--- src/rtl/aspect_ratio_reducer_assert.svh ---
// Assertion macros used by the aspect ratio reducer top level.
`ifndef ASPECT_RATIO_REDUCER_ASSERT_SVH
`define ASPECT_RATIO_REDUCER_ASSERT_SVH

// Same-cycle implication, sampled on clk, off while arst_n is low.
`define ARR_ASSERT_NOW(lbl, ante, cons) \
	lbl: assert property (@(posedge clk) disable iff (!arst_n) (ante) |-> (cons)) \
		else $error("aspect_ratio_reducer: same-cycle check failed");

// Next-cycle implication, sampled on clk, off while arst_n is low.
`define ARR_ASSERT_NEXT(lbl, ante, cons) \
	lbl: assert property (@(posedge clk) disable iff (!arst_n) (ante) |=> (cons)) \
		else $error("aspect_ratio_reducer: next-cycle check failed");

`endif

--- src/rtl/arr_pkg.sv ---
// Types, constants and the common ratio table of the aspect ratio reducer.
`default_nettype none

package arr_pkg;

	// Width of a canvas side and of a ratio term.
	localparam int SIDE_BITS = 16;

	// Common ratio table.
	localparam int RATIO_COUNT = 11;
	localparam int RATIO_BITS  = 5;
	localparam int IDX_BITS    = $clog2(RATIO_COUNT);

	localparam logic [RATIO_BITS-1:0] RATIO_NUM [RATIO_COUNT] =
		'{5'd16, 5'd9, 5'd4, 5'd3, 5'd3, 5'd2, 5'd1, 5'd21, 5'd5, 5'd16, 5'd10};
	localparam logic [RATIO_BITS-1:0] RATIO_DEN [RATIO_COUNT] =
		'{5'd9, 5'd16, 5'd3, 5'd4, 5'd2, 5'd3, 5'd1, 5'd9, 5'd4, 5'd10, 5'd16};

	// Cross products: term times side, and gap times term.
	localparam int GAP_BITS = SIDE_BITS + RATIO_BITS;
	localparam int CMP_BITS = GAP_BITS + RATIO_BITS;

	// Snap limit after reset.
	localparam logic [SIDE_BITS-1:0] SNAP_LIMIT_RESET = 16'd64;

	typedef struct packed {
		logic [SIDE_BITS-1:0] width;
		logic [SIDE_BITS-1:0] height;
	} arr_in_t;

	typedef struct packed {
		logic [SIDE_BITS-1:0] ratio_num;
		logic [SIDE_BITS-1:0] ratio_den;
		logic                 snapped;
	} arr_out_t;

	// Status of the shared divider.
	typedef struct packed {
		logic                 busy;
		logic                 done;
		logic [SIDE_BITS-1:0] quot;
		logic [SIDE_BITS-1:0] rem;
	} div_rsp_t;

	// Status of the nearest ratio scan.
	typedef struct packed {
		logic                busy;
		logic                done;
		logic [IDX_BITS-1:0] best;
	} scan_rsp_t;

endpackage

`default_nettype wire

--- src/rtl/arr_divider.sv ---
// Shared restoring divider, one quotient bit per cycle.
`default_nettype none

module arr_divider
	import arr_pkg::*;
(
	input  wire logic                 clk,
	input  wire logic                 arst_n,
	input  wire logic                 start,
	input  wire logic [SIDE_BITS-1:0] dividend,
	input  wire logic [SIDE_BITS-1:0] divisor,
	output div_rsp_t                  rsp
);

	localparam int CNT_BITS = $clog2(SIDE_BITS);
	localparam logic [CNT_BITS-1:0] CNT_LAST = CNT_BITS'(SIDE_BITS - 1);

	logic                 busy_q;
	logic                 done_q;
	logic [CNT_BITS-1:0]  cnt_q;
	logic [SIDE_BITS-1:0] rem_q;
	logic [SIDE_BITS-1:0] quo_q;
	logic [SIDE_BITS-1:0] div_q;

	logic [SIDE_BITS:0] shifted;
	logic [SIDE_BITS:0] diff;
	logic               fits;

	// Trial subtraction of the divisor from the shifted partial remainder.
	assign shifted = {rem_q, quo_q[SIDE_BITS-1]};
	assign diff    = shifted - {1'b0, div_q};
	assign fits    = (shifted >= {1'b0, div_q});

	// Control: count the quotient bits and pulse done after the last one.
	always_ff @(posedge clk or negedge arst_n) begin
		if (!arst_n) begin
			busy_q <= 1'b0;
			done_q <= 1'b0;
			cnt_q  <= '0;
		end else begin
			done_q <= 1'b0;
			if (busy_q) begin
				if (cnt_q == CNT_LAST) begin
					busy_q <= 1'b0;
					done_q <= 1'b1;
				end
				cnt_q <= cnt_q + 1'b1;
			end else if (start) begin
				busy_q <= 1'b1;
				cnt_q  <= '0;
			end
		end
	end

	// Datapath: partial remainder and quotient shift register.
	always_ff @(posedge clk) begin
		if (busy_q) begin
			rem_q <= fits ? diff[SIDE_BITS-1:0] : shifted[SIDE_BITS-1:0];
			quo_q <= {quo_q[SIDE_BITS-2:0], fits};
		end else if (start) begin
			rem_q <= '0;
			quo_q <= dividend;
			div_q <= divisor;
		end
	end

	assign rsp.busy = busy_q;
	assign rsp.done = done_q;
	assign rsp.quot = quo_q;
	assign rsp.rem  = rem_q;

endmodule

`default_nettype wire

--- src/rtl/arr_snap_scan.sv ---
// Scan of the common ratio table for the entry nearest to width/height.
`default_nettype none

module arr_snap_scan
	import arr_pkg::*;
(
	input  wire logic                 clk,
	input  wire logic                 arst_n,
	input  wire logic                 start,
	input  wire logic [SIDE_BITS-1:0] width,
	input  wire logic [SIDE_BITS-1:0] height,
	output scan_rsp_t                 rsp
);

	localparam logic [IDX_BITS-1:0] IDX_LAST = IDX_BITS'(RATIO_COUNT - 1);

	logic                busy_q;
	logic                done_q;
	logic                cmp_phase_q;
	logic [IDX_BITS-1:0] idx_q;
	logic [IDX_BITS-1:0] best_q;
	logic [GAP_BITS-1:0] gap_q;
	logic [GAP_BITS-1:0] best_gap_q;

	logic [GAP_BITS-1:0] prod_a;
	logic [GAP_BITS-1:0] prod_b;
	logic [CMP_BITS-1:0] lhs;
	logic [CMP_BITS-1:0] rhs;
	logic                nearer;

	// Gap phase: |num*height - den*width| for the current entry.
	assign prod_a = GAP_BITS'(RATIO_NUM[idx_q]) * GAP_BITS'(height);
	assign prod_b = GAP_BITS'(RATIO_DEN[idx_q]) * GAP_BITS'(width);

	// Compare phase: the entry is nearer when gap*den_best < best_gap*den.
	assign lhs    = CMP_BITS'(gap_q) * CMP_BITS'(RATIO_DEN[best_q]);
	assign rhs    = CMP_BITS'(best_gap_q) * CMP_BITS'(RATIO_DEN[idx_q]);
	assign nearer = (idx_q == '0) || (lhs < rhs);

	// Control: a gap phase and then a compare phase for each table entry.
	always_ff @(posedge clk or negedge arst_n) begin
		if (!arst_n) begin
			busy_q      <= 1'b0;
			done_q      <= 1'b0;
			cmp_phase_q <= 1'b0;
			idx_q       <= '0;
		end else begin
			done_q <= 1'b0;
			if (busy_q) begin
				cmp_phase_q <= !cmp_phase_q;
				if (cmp_phase_q) begin
					if (idx_q == IDX_LAST) begin
						busy_q <= 1'b0;
						done_q <= 1'b1;
					end else begin
						idx_q <= idx_q + 1'b1;
					end
				end
			end else if (start) begin
				busy_q      <= 1'b1;
				cmp_phase_q <= 1'b0;
				idx_q       <= '0;
			end
		end
	end

	// Datapath: current gap and the best entry so far.
	always_ff @(posedge clk) begin
		if (busy_q) begin
			if (!cmp_phase_q) begin
				gap_q <= (prod_a >= prod_b) ? (prod_a - prod_b) : (prod_b - prod_a);
			end else if (nearer) begin
				best_q     <= idx_q;
				best_gap_q <= gap_q;
			end
		end
	end

	assign rsp.busy = busy_q;
	assign rsp.done = done_q;
	assign rsp.best = best_q;

endmodule

`default_nettype wire

--- src/rtl/aspect_ratio_reducer.sv ---
// Top level of the aspect ratio reducer: sequencer, registers and output beat.
`default_nettype none
`include "aspect_ratio_reducer_assert.svh"

// Reduces width x height (a zero side counts as one) to lowest terms with
// Euclid's algorithm; when a reduced term exceeds snap_limit the result is
// the nearest entry of an eleven-entry table of common ratios instead, with
// snapped set. One item is in work at a time: in_ready is high only while
// the sequencer is idle, and a finished result waits in the output register
// while the next item is accepted. All remainders and quotients come from
// one shared restoring divider: first the remainder steps of Euclid (1 to
// 23 for 16-bit sides), then each side over the GCD; the table scan that
// follows when needed visits every entry with a gap phase and a compare
// phase and then hands the best entry back.
// snap_limit is written on the cfg beat; the user must write it only while
// the block is idle, which the block itself does not enforce. It resets to
// 64; cfg_ready is always high.
module aspect_ratio_reducer
	import arr_pkg::*;
(
	input  wire logic                 clk,
	input  wire logic                 arst_n,
	input  wire logic                 cfg_valid,
	output logic                      cfg_ready,
	input  wire logic [SIDE_BITS-1:0] cfg_data,
	input  wire logic                 in_valid,
	output logic                      in_ready,
	input  wire arr_in_t              in_data,
	output logic                      out_valid,
	input  wire logic                 out_ready,
	output arr_out_t                  out_data
);

	localparam logic [3:0] ST_IDLE      = 4'd0;
	localparam logic [3:0] ST_EUC       = 4'd1;
	localparam logic [3:0] ST_EUC_WAIT  = 4'd2;
	localparam logic [3:0] ST_DIVW      = 4'd3;
	localparam logic [3:0] ST_DIVW_WAIT = 4'd4;
	localparam logic [3:0] ST_DIVH      = 4'd5;
	localparam logic [3:0] ST_DIVH_WAIT = 4'd6;
	localparam logic [3:0] ST_CHECK     = 4'd7;
	localparam logic [3:0] ST_SCAN_WAIT = 4'd8;
	localparam logic [3:0] ST_DONE      = 4'd9;

	logic [3:0]           state_q;
	logic [SIDE_BITS-1:0] snap_q;
	logic [SIDE_BITS-1:0] w_q;
	logic [SIDE_BITS-1:0] h_q;
	logic [SIDE_BITS-1:0] x_q;
	logic [SIDE_BITS-1:0] y_q;
	logic [SIDE_BITS-1:0] rw_q;
	logic [SIDE_BITS-1:0] rh_q;
	logic                 snapped_q;
	logic                 out_valid_q;
	arr_out_t             out_data_q;

	logic                 in_beat;
	logic [SIDE_BITS-1:0] w_fix;
	logic [SIDE_BITS-1:0] h_fix;
	logic                 div_start;
	logic [SIDE_BITS-1:0] div_n;
	logic [SIDE_BITS-1:0] div_d;
	div_rsp_t             div_rsp;
	logic                 scan_start;
	scan_rsp_t            scan_rsp;
	logic                 out_free;

	assign cfg_ready = 1'b1;
	assign in_ready  = (state_q == ST_IDLE);
	assign in_beat   = in_valid && in_ready;
	assign out_free  = !out_valid_q || out_ready;

	// A zero side counts as one.
	assign w_fix = (in_data.width == '0) ? SIDE_BITS'(1) : in_data.width;
	assign h_fix = (in_data.height == '0) ? SIDE_BITS'(1) : in_data.height;

	// Divider operands: a remainder step of Euclid, then each side over the GCD.
	always_comb begin
		div_start = 1'b0;
		div_n     = x_q;
		div_d     = y_q;
		unique case (state_q)
			ST_EUC: begin
				div_start = (y_q != '0);
			end
			ST_DIVW: begin
				div_start = 1'b1;
				div_n     = w_q;
				div_d     = x_q;
			end
			ST_DIVH: begin
				div_start = 1'b1;
				div_n     = h_q;
				div_d     = x_q;
			end
			default: begin
				div_start = 1'b0;
			end
		endcase
	end

	assign scan_start = (state_q == ST_CHECK) && ((rw_q > snap_q) || (rh_q > snap_q));

	arr_divider u_divider (
		.clk      (clk),
		.arst_n   (arst_n),
		.start    (div_start),
		.dividend (div_n),
		.divisor  (div_d),
		.rsp      (div_rsp)
	);

	arr_snap_scan u_snap_scan (
		.clk    (clk),
		.arst_n (arst_n),
		.start  (scan_start),
		.width  (w_q),
		.height (h_q),
		.rsp    (scan_rsp)
	);

	// Snap limit register.
	always_ff @(posedge clk or negedge arst_n) begin
		if (!arst_n) begin
			snap_q <= SNAP_LIMIT_RESET;
		end else if (cfg_valid && cfg_ready) begin
			snap_q <= cfg_data;
		end
	end

	// Sequencer.
	always_ff @(posedge clk or negedge arst_n) begin
		if (!arst_n) begin
			state_q <= ST_IDLE;
		end else begin
			unique case (state_q)
				ST_IDLE: begin
					if (in_beat) state_q <= ST_EUC;
				end
				ST_EUC: begin
					state_q <= (y_q == '0) ? ST_DIVW : ST_EUC_WAIT;
				end
				ST_EUC_WAIT: begin
					if (div_rsp.done) state_q <= ST_EUC;
				end
				ST_DIVW: begin
					state_q <= ST_DIVW_WAIT;
				end
				ST_DIVW_WAIT: begin
					if (div_rsp.done) state_q <= ST_DIVH;
				end
				ST_DIVH: begin
					state_q <= ST_DIVH_WAIT;
				end
				ST_DIVH_WAIT: begin
					if (div_rsp.done) state_q <= ST_CHECK;
				end
				ST_CHECK: begin
					state_q <= scan_start ? ST_SCAN_WAIT : ST_DONE;
				end
				ST_SCAN_WAIT: begin
					if (scan_rsp.done) state_q <= ST_DONE;
				end
				ST_DONE: begin
					if (out_free) state_q <= ST_IDLE;
				end
				default: begin
					state_q <= ST_IDLE;
				end
			endcase
		end
	end

	// Working registers of one item.
	always_ff @(posedge clk) begin
		if (in_beat) begin
			w_q <= w_fix;
			h_q <= h_fix;
			x_q <= w_fix;
			y_q <= h_fix;
		end
		if (state_q == ST_EUC_WAIT && div_rsp.done) begin
			x_q <= y_q;
			y_q <= div_rsp.rem;
		end
		if (state_q == ST_DIVW_WAIT && div_rsp.done) begin
			rw_q <= div_rsp.quot;
		end
		if (state_q == ST_DIVH_WAIT && div_rsp.done) begin
			rh_q <= div_rsp.quot;
		end
		if (state_q == ST_CHECK) begin
			snapped_q <= 1'b0;
		end
		if (state_q == ST_SCAN_WAIT && scan_rsp.done) begin
			rw_q      <= SIDE_BITS'(RATIO_NUM[scan_rsp.best]);
			rh_q      <= SIDE_BITS'(RATIO_DEN[scan_rsp.best]);
			snapped_q <= 1'b1;
		end
	end

	// Output register: holds the result beat until it is taken.
	always_ff @(posedge clk or negedge arst_n) begin
		if (!arst_n) begin
			out_valid_q <= 1'b0;
		end else if (state_q == ST_DONE && out_free) begin
			out_valid_q <= 1'b1;
		end else if (out_ready) begin
			out_valid_q <= 1'b0;
		end
	end

	always_ff @(posedge clk) begin
		if (state_q == ST_DONE && out_free) begin
			out_data_q.ratio_num <= rw_q;
			out_data_q.ratio_den <= rh_q;
			out_data_q.snapped   <= snapped_q;
		end
	end

	assign out_valid = out_valid_q;
	assign out_data  = out_data_q;

	// An accepted beat keeps the block busy for at least the next cycle.
	`ARR_ASSERT_NEXT(a_busy_after_accept, in_beat, !in_ready)
	// The shared divider and the table scan are free whenever a new item can be taken.
	`ARR_ASSERT_NOW(a_div_free_when_idle, in_ready, !div_rsp.busy && !scan_rsp.busy)
	// A division finishes only while the sequencer waits for it.
	`ARR_ASSERT_NOW(a_div_done_expected, div_rsp.done,
		state_q == ST_EUC_WAIT || state_q == ST_DIVW_WAIT || state_q == ST_DIVH_WAIT)

endmodule

`default_nettype wire

--- config.mk ---
export PLATFORM = sky130hd
export DESIGN_NAME = aspect_ratio_reducer
export DESIGN_NICKNAME = d
export VERILOG_FILES = /design/src/rtl/arr_pkg.sv /design/src/rtl/arr_divider.sv /design/src/rtl/arr_snap_scan.sv /design/src/rtl/aspect_ratio_reducer.sv
export VERILOG_INCLUDE_DIRS = /design/src /design/src/rtl
export SDC_FILE = /design/constraint.sdc
export NUM_CORES = 1
export LEC_CHECK = 0
export BUFFER_PORTS_ARGS = -buffer_cell sky130_fd_sc_hd__clkbuf_2
export CAP_MARGIN = 25
export CORE_MARGIN = 1.5
export CORE_UTILIZATION = 60
export CTS_CLUSTER_SIZE = 8
export DETAILED_ROUTE_END_ITERATION = 16
export GPL_ROUTABILITY_DRIVEN = 0
export GPL_TIMING_DRIVEN = 0
export PLACE_DENSITY_LB_ADDON = 0.05
export SLEW_MARGIN = 20
export SYNTH_ARGS = -nofsm -noshare
export SYNTH_HDL_FRONTEND = slang
export SYNTH_SLANG_ARGS = --single-unit
--- constraint.sdc ---
create_clock -name clk -period 13.85 [get_ports clk]
set_clock_uncertainty 0.15 [all_clocks]
set_input_delay 2.77 -clock clk [delete_from_list [all_inputs] [get_ports clk]]
set_output_delay 2.77 -clock clk [all_outputs]
set_load 0.01 [all_outputs]
# Word-level counts from Yosys, hierarchy flattened
# Memories as Yosys holds them, arrays and structs flattened.
# Index checks and enable logic that the tools add are counted.
# word_totals
reg_bits,258
mem_bits_ro,320
out_inout_bits,36
wordCells,159
n_memories,4
# classes
addsub,5
multipliers,4
order_cmp,7
n_eq_ne,19
n_mux,58
bitwise_logic,4
reduce_logical,30
# mem_list
memory,words,word_bits,read_ports,rd_ports_with_merged_regs,write_ports,line_no,text
(name not given),16,5,1,0,0,arr_snap_scan.sv:32,assign prod_a = GAP_BITS'(RATIO_NUM[idx_q]) * GAP_BITS'(height);
(name not given),16,5,1,0,0,arr_snap_scan.sv:33,assign prod_b = GAP_BITS'(RATIO_DEN[idx_q]) * GAP_BITS'(width);
(name not given),16,5,1,0,0,arr_snap_scan.sv:36,assign lhs = CMP_BITS'(gap_q) * CMP_BITS'(RATIO_DEN[best_q]);
(name not given),16,5,1,0,0,aspect_ratio_reducer.sv:196,rw_q <= SIDE_BITS'(RATIO_NUM[scan_rsp.best]);
# op_table
cell,count
2-to-1 mux 16 bit,12
2-to-1 mux 5 bit,12
multiplier 21 x 5 -> 26 bit,2
zero test 16 bit,3
2-to-1 mux 4 bit,12
multiplier 5 x 16 -> 21 bit,2
subtractor 21 bit,2
one-hot mux 4 bit (10 select lines),1
> comparator 16 bit,2
one-hot mux 16 bit (2 select lines),1
less-than comparator 26 bit,1
greater-or-equal comparator 21 bit,1
2-to-1 mux 21 bit,1
2-to-1 mux 1 bit,18
greater-or-equal comparator 17 x 16 -> 1 bit,1
== test 4 x 3 -> 1 bit (second input constant),4
== test 4 bit (second input constant),4
nonzero test 16 bit,1
subtractor 16 bit,1
nonzero test 2 bit,6
greater-or-equal comparator 5 bit (second input constant),2
inequality test 2 x 1 -> 1 bit (second input constant),5
NOT 4 -> 5 bit,2
adder 4 x 1 -> 4 bit (second input constant),2
13 further kinds,29

# Logic depth before layout (Yosys ltp)
# logic_depth
depth_word,8
mapped_depth,37
depth_no_buf,33

# Modules after synthesis
# From an unflattened synthesis, not the netlist that was laid out.
# hier_totals
hier_cells,2801
area_unflattened_um2,26295.2
# modules_own_cells
mod,n_inst,cells_per_inst,area_each_um2,seq_area_each_um2
arr_snap_scan,1,1943,16123.0,1556.5
aspect_ratio_reducer,1,591,7103.1,4200.3
arr_divider,1,267,3069.2,1591.5

# Worst setup path after synthesis
# OpenSTA, ideal clock, no wires.
# synth_timing
kind,reg-to-reg
startpoint,reg u_snap_scan.idx_q[0]
endpoint,reg u_snap_scan.best_gap_q[0] (enable)
setup_ns,0.447
t_arrival_ns,7.239
required_time_ns,13.253
slack_ns,6.014
stages_incl_launch_ff,28
period_less_slack_ns,7.836
cell_sequence,dfrtp_1 -> inv_1 -> ha_1 -> nand2_1 -> a21oi_1 -> clkbuf_1 -> nand2_1 -> fa_1 -> fa_1 -> fa_1 -> inv_1 -> ha_1 -> nor2b_1 -> o31a_1 -> o31ai_2 -> a31oi_1 -> a41o_1 -> o21ai_0 -> nand2b_1 -> a21oi_1 -> xor2_1 -> ha_1 -> a21o_1 -> a2111oi_0 -> o21ai_0 -> a21oi_1 -> nor3_1 -> o32ai_1
# synth_between
elab_chain_cells,8
# synth_lines
item,line_no,text
start: declaration,arr_snap_scan.sv:20,logic [IDX_BITS-1:0] idx_q;
start signal: assignment,arr_snap_scan.sv:56,idx_q <= idx_q + 1'b1;
NOT 4 -> 5 bit (not written as such),arr_snap_scan.sv:37,assign rhs = CMP_BITS'(best_gap_q) * CMP_BITS'(RATIO_DEN[idx_q]);
memory read (16 x 5 bit),--,
2-to-1 mux 5 bit (2 in series),--,
multiplier 21 x 5 -> 26 bit,arr_snap_scan.sv:37,
less-than comparator 26 bit,arr_snap_scan.sv:38,assign nearer = (idx_q == '0) || (lhs < rhs);
logical OR 1 bit *,arr_snap_scan.sv:38,
AND reduction 3 bit (no source line) *,--,
end signal: assignment,arr_snap_scan.sv:74,best_gap_q <= gap_q;
end: declaration,arr_snap_scan.sv:23,logic [GAP_BITS-1:0] best_gap_q;
# Mark *: on every way between the ends. The rest lies on a longest branch, timed or not. The select of a mux whose other input is x is not followed.
# A chain may end at the register's enable or synchronous reset.

# Worst setup path in the final report
# layout_timing
startpoint,reg u_snap_scan.idx_q[1]
endpoint,reg u_snap_scan.gap_q[20] (data pin)
# layout_between
elab_chain_cells,7
# layout_lines
item,line_no,text
NOT 4 -> 5 bit (not written as such) *,"arr_snap_scan.sv:32, arr_snap_scan.sv:33",
memory read (16 x 5 bit) (on tied branches),--,
2-to-1 mux 5 bit (on tied branches) (2 in series),"arr_snap_scan.sv:33, arr_snap_scan.sv:32",
multiplier 5 x 16 -> 21 bit (on tied branches),"arr_snap_scan.sv:33, arr_snap_scan.sv:32",
subtractor 21 bit or greater-or-equal comparator 21 bit (tied branches),arr_snap_scan.sv:71,gap_q <= (prod_a >= prod_b) ? (prod_a - prod_b) : (prod_b - prod_a);
2-to-1 mux 21 bit *,arr_snap_scan.sv:71,
end signal: assignment,arr_snap_scan.sv:71,
end: declaration,arr_snap_scan.sv:22,logic [GAP_BITS-1:0] gap_q;
# Marked as above.

==> metrics.txt <==
port bufs 87; P_int 1390 uW; post-synthesis sequential area ratio 29.0%; setup TNS 0 ps; Die Width 209 um; Via-to-Cell Ratio 5.73; layout cells sized above 1 8.10%; Cell Area, Synth 0.0254 mm2; Iteration-0 DRC Markers 1293; Worst Setup SP u_snap_scan.idx_q[1]$_DFFE_PN0P_; crit path time final 9210 ps; Clk pin slew, worst setup/hold paths 50 ps; vias in the first global route 19200; Die ar. 0.0435 mm2; r2r endpoint u_snap_scan.gap_q[20]$_DFFE_PP_; Setup crit end kind flip-flop; fraction of power spent switching nets 20.5%; GRT Total Usage 28.5%; # rows 75; Initial Utilization 60.6%; HPWL after DPL 49.2 mm; Routed wire per std cell 17.9 um; Mapped Cells 2699; via count 19400; Lkg Pwr 0.0130 uW; Post-Syn Area per Cell 9.40 um2; EDFF count, synth 201; fmax 0.109 GHz; pins over their slew limit 0; final wirelength 60.7 mm; final setup violation count 0; critical path class reg -> reg; reported net switching power 359 uW; antenna violations before repair 2; GRT overflow 0; leading area contributor after synthesis edfxtp_1; Hold EP u_snap_scan.best_q[2]$_DFFE_PP_; clk root buf clkbuf_16; Seq pwr share 47.8%; Logic pwr share 2.7%; synth unique cells 80; most common cell in the synthesized netlist inv_1; critical path required time 13970 ps; Hold Path Stages 0; cts bufs inserted 38; Rel. slew slack 32.2%; ANT cells 0; Synth Register Bits 258; antenna-violating nets left 0; largest net degree at the start of global routing 35; setup slack, reg-to-reg 4640 ps; Slowest-stage cell, CP clkbuf_1; residual DRC count 0; HP Class reg -> reg; Post-Syn Nets 3201; Final Net Count 3336; first-pass GRT wire length 98.5 mm; DRT Pass-1 Iters 6; Synth area leaders edfxtp_1 24%, fa_1 16%, ha_1 12%; Die Span Y 209 um; CTS H-Tree Depth 2; status completed; Worst Hold Launch u_snap_scan.idx_q[2]$_DFFE_PN0P_; Synth top cells by count 374 x inv_1, 288 x nand2_1, 248 x ha_1; largest fanout on the critical path 10; Final Util 66.3%; worst vdd ir 0.0000843 V; Critical Path Start Type flip-flop; post_cts resized 0; Synth Flop Type edfxtp_1; pwr/cell area 62.9 mW/mm2; Post-CTS Hold Buffers 0; Post-CTS Setup Bufs 0; area grow syn2layout 9.36%; CTS Sinks 258; TritonCTS clock tree built; Core Region 0.0419 mm2; FF-to-FF path depth 31; Worst-Margin Slew 1010 ps; Clk pwr share 49.5%; ys async rst share 13.2%; post-synth top area share 23.8%; Max Cap Viol 0; Ports 89; CTS max path bufs 3; max incr delay on CP 800 ps; crit share post-route 66.5%; Crit Reg-Reg Startpoint u_snap_scan.idx_q[1]$_DFFE_PN0P_; Yosys warnings 0; Final Hold Vio Count 0; CP arrival 9330 ps; RSZ-0062 raised after global routing false; Skew-Pair Late Insertion Delay 540 ps
-- how the worst max path moves through the flow --
stage                                                end
detailed placement       u_snap_scan.gap_q[20]$_DFFE_PP_
global route             u_snap_scan.gap_q[20]$_DFFE_PP_
finish                   u_snap_scan.gap_q[20]$_DFFE_PP_
global placement    u_snap_scan.best_gap_q[20]$_DFFE_PP_
floorplan            u_snap_scan.best_gap_q[0]$_DFFE_PP_
CTS                      u_snap_scan.gap_q[20]$_DFFE_PP_
-- cell families after synthesis --
group                      share of synthesized area, %
buffers and inverters                              7.46
AOI/OAI and AO/OA                                  12.5
adders and majority gates                          28.1
and+or+nand+nor                                    16.4
DFF                                                29.0
muxes                                              2.93
xor gates and xnor gates                           3.63
other                                            0.0148
-- area by class of cell --
cell class	count	area [um2]
clock buffer	56	1040
buffer	119	485
clock inverter	3	58.8
tap	539	674
timing repair buffer	95	561
inverter	375	1410
sequential	258	7350
fill	3395	14100
multi-input combinational	1947	16200
-- state kept, by name, indices dropped and copies added, names as in the netlist, 4 cells and up --
register	cells
u_snap_scan.idx_q	4
u_divider.div_q	16
u_snap_scan.best_q	4
h_q	16
rw_q	16
y_q	16
u_divider.quo_q	16
out_data	33
u_snap_scan.best_gap_q	21
w_q	16
u_snap_scan.gap_q	21
snap_q	16
state_q	4
x_q	16
u_divider.rem_q	16
rh_q	16
u_divider.cnt_q	4
-- worst max-delay path, delay by kind of cell, from the launching register on --
kind / cells / cell delay [ps]
buffers and inverters: 3 / 1030
XOR/XNOR: 1 / 160
multiplexers: 1 / 170
AO/OA/AOI/OAI: 13 / 3410
AND/OR/NAND/NOR: 7 / 1220
adder cells (fa/ha/maj): 6 / 2330
flip-flops: 1 / 470
-- placed cells by master (no fill, tap or decap), drive strengths merged, types with 5 or more instances in the layout --
| master | netlist | final |
|---|---|---|
| or2 | 5 | 5 |
| o21a | 22 | 22 |
| a211o | 5 | 5 |
| and3 | 15 | 15 |
| o21bai | 13 | 13 |
| and4 | 5 | 5 |
| o211ai | 13 | 13 |
| nor3 | 33 | 33 |
| o41ai | 5 | 5 |
| a21oi | 157 | 157 |
| clkbuf | 105 | 248 |
| a21boi | 6 | 6 |
| o21ai | 98 | 98 |
| and2 | 220 | 220 |
| nand2b | 24 | 24 |
| nand3 | 41 | 41 |
| nor4 | 14 | 14 |
| xnor2 | 55 | 55 |
| mux2i | 17 | 17 |
| a31oi | 28 | 28 |
| nand4 | 19 | 19 |
| o31ai | 9 | 9 |
| edfxtp | 201 | 201 |
| ha | 248 | 248 |
| o31a | 6 | 6 |
| xor2 | 50 | 50 |
| inv | 375 | 377 |
| nor2b | 52 | 52 |
| a211oi | 17 | 17 |
| dfrtp | 33 | 33 |
| nor2 | 102 | 102 |
| a22oi | 17 | 17 |
| dfxtp | 23 | 23 |
| fa | 201 | 201 |
| mux2 | 51 | 51 |
| a2111oi | 6 | 6 |
| nand2 | 288 | 288 |
| a21o | 67 | 67 |
| buf | 14 | 22 |
-- metal layers --
| layer | GRT usage (%) | share of wire (%) |
|---|---|---|
| met3 | 5.20 | 7.2 |
| met2 | 44.9 | 45 |
| met5 | 0 | 0 |
| met1 | 39.2 | 44 |
| met4 | 11.1 | 3.7 |
-- power by group through the flow --
stage	Combinational (uW)	Sequential (uW)	Clock [uW]
floorplan	23.1	849	0
global placement	42.3	849	0
detailed placement	44.9	849	0
CTS	45.2	835	877
global route	51.8	834	907
finish	46.5	835	864
-- metrics by stage --
step           instances  hold slack (ps)  cell area (um2)  worst slack [ps]  power [uW]
2_1_floorplan       2699              273            25400              6010         872
3_3_place_gp        3325              286            26500              4020         892
3_5_place_dp        3331              279            26600              4790         894
4_1_cts             3390              291            27700              4750        1760
5_1_grt             3392              313            27700              4140        1790
6_report            3392              290            27700              4640        1750
No activity file was read; power rests on OpenSTA's default activity.
